## src/vdw_pkg.sv

```systemverilog
`default_nettype none
package vdw_pkg;
  localparam int unsigned WordW = 32;
  localparam int unsigned NumWords = 9;
  localparam logic [31:0] FnvBasis = 32'd2166136261;
  localparam logic [31:0] FnvPrime = 32'd16777619;

  typedef enum logic [1:0] {
    OpStart = 2'd0,
    OpVertex = 2'd1,
    OpRemap = 2'd2,
    OpNone = 2'd3
  } op_e;

  typedef enum logic [1:0] {
    StOk = 2'd0,
    StRange = 2'd1,
    StLimit = 2'd2
  } status_e;

  typedef enum logic [3:0] {
    SIdle,
    SClear,
    SHash,
    SProbe,
    SProbeWait,
    SCmp,
    SCmpWait,
    SWrite,
    SRemapWait,
    SDone
  } state_e;
endpackage
`default_nettype wire

```

## src/vdw_hash.sv

```systemverilog
`default_nettype none
// Iterative FNV-1a hash: one word per cycle while step_i is high, through a single multiplier.
module vdw_hash (
  input  wire logic                      clk_i,
  input  wire logic                      rst_ni,
  input  wire logic                      load_i,
  input  wire logic                      step_i,
  input  wire logic [vdw_pkg::WordW-1:0] word_i,
  output logic [vdw_pkg::WordW-1:0]      hash_o
);
  import vdw_pkg::*;

  logic [WordW-1:0] hash_q, hash_d;
  logic [WordW-1:0] mix;

  assign mix = hash_q ^ word_i;

  always_comb begin
    hash_d = hash_q;
    if (load_i) begin
      hash_d = FnvBasis;
    end else if (step_i) begin
      hash_d = mix * FnvPrime;
    end
  end

  always_ff @(posedge clk_i or negedge rst_ni) begin
    if (!rst_ni) begin
      hash_q <= FnvBasis;
    end else begin
      hash_q <= hash_d;
    end
  end

  assign hash_o = hash_q;
endmodule
`default_nettype wire

```

## config.mk

```make
export PLATFORM = sky130hd
export DESIGN_NAME = vdw_hash
export DESIGN_NICKNAME = d
export VERILOG_FILES = /design/src/vdw_pkg.sv /design/src/vdw_hash.sv
export SDC_FILE = /design/constraint.sdc
export NUM_CORES = 1
export LEC_CHECK = 0
export ABC_AREA = 1
export BUFFER_PORTS_ARGS = -buffer_cell sky130_fd_sc_hd__buf_2
export CAP_MARGIN = 10
export CORE_MARGIN = 5
export CORE_UTILIZATION = 40
export DETAILED_ROUTE_END_ITERATION = 12
export GPL_TIMING_DRIVEN = 0
export PLACE_DENSITY_LB_ADDON = 0.15
export REMOVE_ABC_BUFFERS = 1
export SLEW_MARGIN = 20
export SYNTH_ARGS = -nofsm -noshare
export SYNTH_HDL_FRONTEND = slang
export SYNTH_SLANG_ARGS = --single-unit
```

## constraint.sdc

```tcl
create_clock -name clk_i -period 5.97 [get_ports clk_i]
set_input_delay 0.2985 -clock clk_i [delete_from_list [all_inputs] [get_ports clk_i]]
set_output_delay 0.2985 -clock clk_i [all_outputs]
set_load 0.01 [all_outputs]
```

# == Word level (Yosys, flattened, before mapping) ==
# Index checks and enable logic that the tools add are counted.
# totals
ff_bits,32
in_bits,36
wordCells,6
output_inout_bits,32
# classes
n_reduce_logical,1
mul,1
muxes,2
n_bitwise,1
# ops
op,n
$mux W32,2
$mul A32 B25 Y32 const B,1
$xor A32 B32 Y32,1
$reduce_bool A2 Y1,1

# == Longest topological paths before layout ==
# logic_depth
ltp_word,4
depth_mapped,29
ltp_nobuf,29

# == Least setup slack after synthesis ==
# OpenSTA, ideal clock, no wires.
# synth_timing
kind,flip-flop to flip-flop
startpoint,"reg hash_q[18], in the netlist hash_o[18]"
endpoint,"reg hash_q[29], in the netlist hash_o[29]"
period_less_slack_ns,4.949
path_slack_ns,1.021
setup_ns,0.117
path_stages_with_launch,22
t_required_ns,5.853
t_arrival_ns,4.832
path_buffers,0
path_cell_list,dfstp_2 -> xor2_1 -> ha_1 -> ha_1 -> inv_1 -> fa_1 -> inv_1 -> ha_1 -> fa_1 -> fa_1 -> inv_1 -> fa_1 -> inv_1 -> ha_1 -> nand2_1 -> nor2_1 -> nand2_1 -> or2_2 -> nand3_1 -> nand2_1 -> nand3_1 -> nand2_1
# synth_via
elab_chain_cells,4
# synth_lines
element,line,source
start: declaration,vdw_hash.sv:13,"logic [WordW-1:0] hash_q, hash_d;"
start signal: assignment,vdw_hash.sv:29,hash_q <= FnvBasis;
start signal: assignment,vdw_hash.sv:31,hash_q <= hash_d;
$xor A32 B32 Y32,vdw_hash.sv:16,assign mix = hash_q ^ word_i;
$mul A32 B25 Y32,vdw_hash.sv:23,hash_d = mix * FnvPrime;
$mux W32,vdw_hash.sv:22,end else if (step_i) begin
$mux W32,vdw_hash.sv:20,if (load_i) begin
# Every way passes these cells. The select of a mux whose other input is x is not followed.
# A chain may end at the register's enable or synchronous reset.

# == Worst setup path in the final report ==
# layout_timing
startpoint,"reg hash_q[2], in the netlist hash_o[2]"
endpoint,"reg hash_q[31], in the netlist hash_o[31]"
# Same word-level chain as after synthesis.

==> results by group <==
Setup path
  • Crit Path Class: reg -> reg
  • Reg2reg end: hash_o[31]
  • R2r setup slk: ~0.31 ns
  • Arrival time worst endpoint: approximately 6 ns
  • WP data required: ~6.2 ns
  • Worst r2r src: hash_o[2]
  • Critical Path Fanout Max: 4
  • Cells on worst reg2reg path: 21
  • Crit path launch type: flop
  • Critical Path End Type: flop

Detailed routing
  • Detail Route Antenna Nets: 0
  • Routed via count: between 6000 and 7000
  • TritonRoute pass-1 iters: 5
  • Vias per std cell: ~4.8
  • Drt drc: 0
  • Wire per inst: 15.8 um
  • Initial DRC count: about 290
  • Total Wirelength: 21000 um

Global routing
  • GR Layer Usage met3: 0.0246
  • Grt ovf: 0
  • GR Util met2: 0.316
  • GRT Util Overall: 0.199
  • Largest net degree at the start of global routing: 33
  • Met1 usage: 0.291
  • Antenna violations before repair: 0
  • Vias in the first global route: around 6600
  • Most used routing layer: met2
  • Global-route wire length before repair: between 30000 and 40000 um

Clock network
  • Clock tree buffer depth: 2
  • Clock slew seen by the registers of the worst setup and hold paths: 0.06 ns
  • TritonCTS clock tree: yes
  • Hold buffer count at cts: 0
  • Root Driver: clkbuf_16
  • Clock sink count: 32
  • Clock Latency Late Sink: 0.29 ns
  • Cts repair resizes: 0
  • Postcts setup bufs: 0
  • H-tree Lvls: 2
  • Cts bufs inserted: 5

Synthesis
  • Gate Count Post-Synth: a little under 1000
  • FF+latch count, synth: 32
  • Top_reg_cell synth: dfrtp_1
  • Synthesized area per cell: 7.76 um^2
  • Cell area after synthesis: a little under 8000 um^2
  • Sequential-to-total area share from yosys stat: 0.106
  • Number of distinct library cells after synthesis: 37
  • Share of the synthesized area in the top cell type: 0.279
  • Async S/R FF share, synth: 1.00
  • Yosys warning count: 0
  • Count leader, synth: inv_1
  • Post-synth top area cell: ha_1
  • Synth area leaders: ha_1, fa_1, inv_1, nand2_1, dfrtp_1
  • Synth top cells by count: inv_1, ha_1, nand2_1
  • Number of synthesized flops with an enable pin: 0

Finish
  • Fraction of layout cells with a size suffix above 1: 0.108
  • P&R area growth vs syn: 10.7%
  • Net count, final: 1345
  • Max reg flops: 32
  • Antenna cell count: 0

Run
  • Maxcap violations: 0

Floorplan
  • # rows: 50
  • IO Pins: a little under 70
  • DIE HEIGHT: roughly 150 um
  • Die width: 149 um
  • Initial Util: 0.409
  • Die footprint: around 22000 um^2
  • Core Region: 18800 um^2

STA
  • Rel. slew slack: 0.405
  • RSZ-0062 raised after global routing: no
  • Minimum clock period after layout: approximately 5.7 ns
  • Fin crit share: 0.948
  • Final hold violation count: 0
  • Slew Viols, Final: 0
  • Worst Tran Pin Value: a little under 0.9 ns
  • Clk_skew: approximately 0.0070 ns
  • Final setup vio count: 0
  • Setup TNS: 0 ns
  • Peak Freq: roughly 180 MHz

Place
  • RD Place Congestion: about 0.92
  • DPL Wire Length: approximately 19000 um
  • Port bufs: 67

Status
  • Status: completed

Min path
  • Hold/Removal Path Class: in -> async
==> area by class of cell <==
cell class	count	area, um^2
clock buffers	8	146
fillers	1961	10300
inverters	260	976
multi-input cells	696	5920
flip-flops and latches	32	818
well taps	260	325
repair buffers	68	350
==> critical path, stage by stage, from the launching register on <==
cell and delay (ns):
dfstp_2 0.57, xor2_1 0.59, ha_1 0.38, ha_1 0.34, fa_1 0.46, ha_1 0.23
fa_1 0.48, ha_1 0.29, inv_1 0.05, fa_1 0.54, inv_1 0.04, ha_1 0.36
a21oi_1 0.23, inv_1 0.09, a21oi_2 0.21, nand3_1 0.23, nand2_1 0.13, nand2_1 0.08
nand3_1 0.08, nand3_1 0.07, nand2_1 0.10, inv_1 0.04
==> logic make-up after synthesis <==
family	after synthesis	share of synthesized area
buf+inv	265	0.130
compound gates	109	0.0825
flops	32	0.106
fa+ha+maj	246	0.471
simple gates	298	0.162
xor+xnor	43	0.0489
==> per-layer routing <==
layer / share of wire / vias to the layer above / wire length, um
met4: 0.020 / 0 / 416
met3: 0.040 / 24 / 835
met1: 0.51 / 2982 / 10600
met5: 0 / - / 0
li1: - / 3226 / -
met2: 0.44 / 126 / 9120
==> per-stage QoR <==
stage | std cells | area, um^2 | util | setup WS [ns] | hold slack (ns)
4_1_cts | 1324 | 8510 | 0.452 | 0.00465 | 0.148
3_3_place_gp | 1315 | 8350 | 0.443 | 0.0160 | 0.450
2_1_floorplan | 988 | 7690 | - | 1.02 | 0.00291
3_5_place_dp | 1316 | 8370 | 0.444 | 0.00802 | 0.463
6_report | 1324 | 8540 | 0.453 | 0.312 | 0.132
5_1_grt | 1324 | 8540 | 0.453 | 0.0772 | 0.187
==> worst max path at each step <==
stage	startpoint	to	slack, ns	cells past startpoint
6_report	hash_o[2]	hash_o[31]	0.31	21
5_1_grt	hash_o[7]	hash_o[21]	0.08	20
4_1_cts	hash_o[6]	hash_o[21]	0.005	17
3_5_place_dp	hash_o[6]	hash_o[21]	0.008	17
3_3_place_gp	hash_o[6]	hash_o[21]	0.02	17
2_1_floorplan	hash_o[18]	hash_o[29]	1.02	21
==> cell usage in the layout (no fill, tap or decap), types with 5 or more instances in the layout <==
cell type    n
a21oi_1     42
buf_2       67
o21ai_0     29
ha_1       172
xor2_1      25
o21ai_1      7
nand2_1    152
xnor2_1     15
dfrtp_1     18
clkbuf_16    5
nor2_1      78
dfstp_2     14
o22ai_1      9
fa_1        74
inv_1      259
nand4_1      8
nand3_1     34
nor2_2       8
o21bai_1     5
nor3_1       7
Power is left out: the tool's default activity adds up to more than one toggle a clock period on the data nets, which glitch-free logic cannot reach.
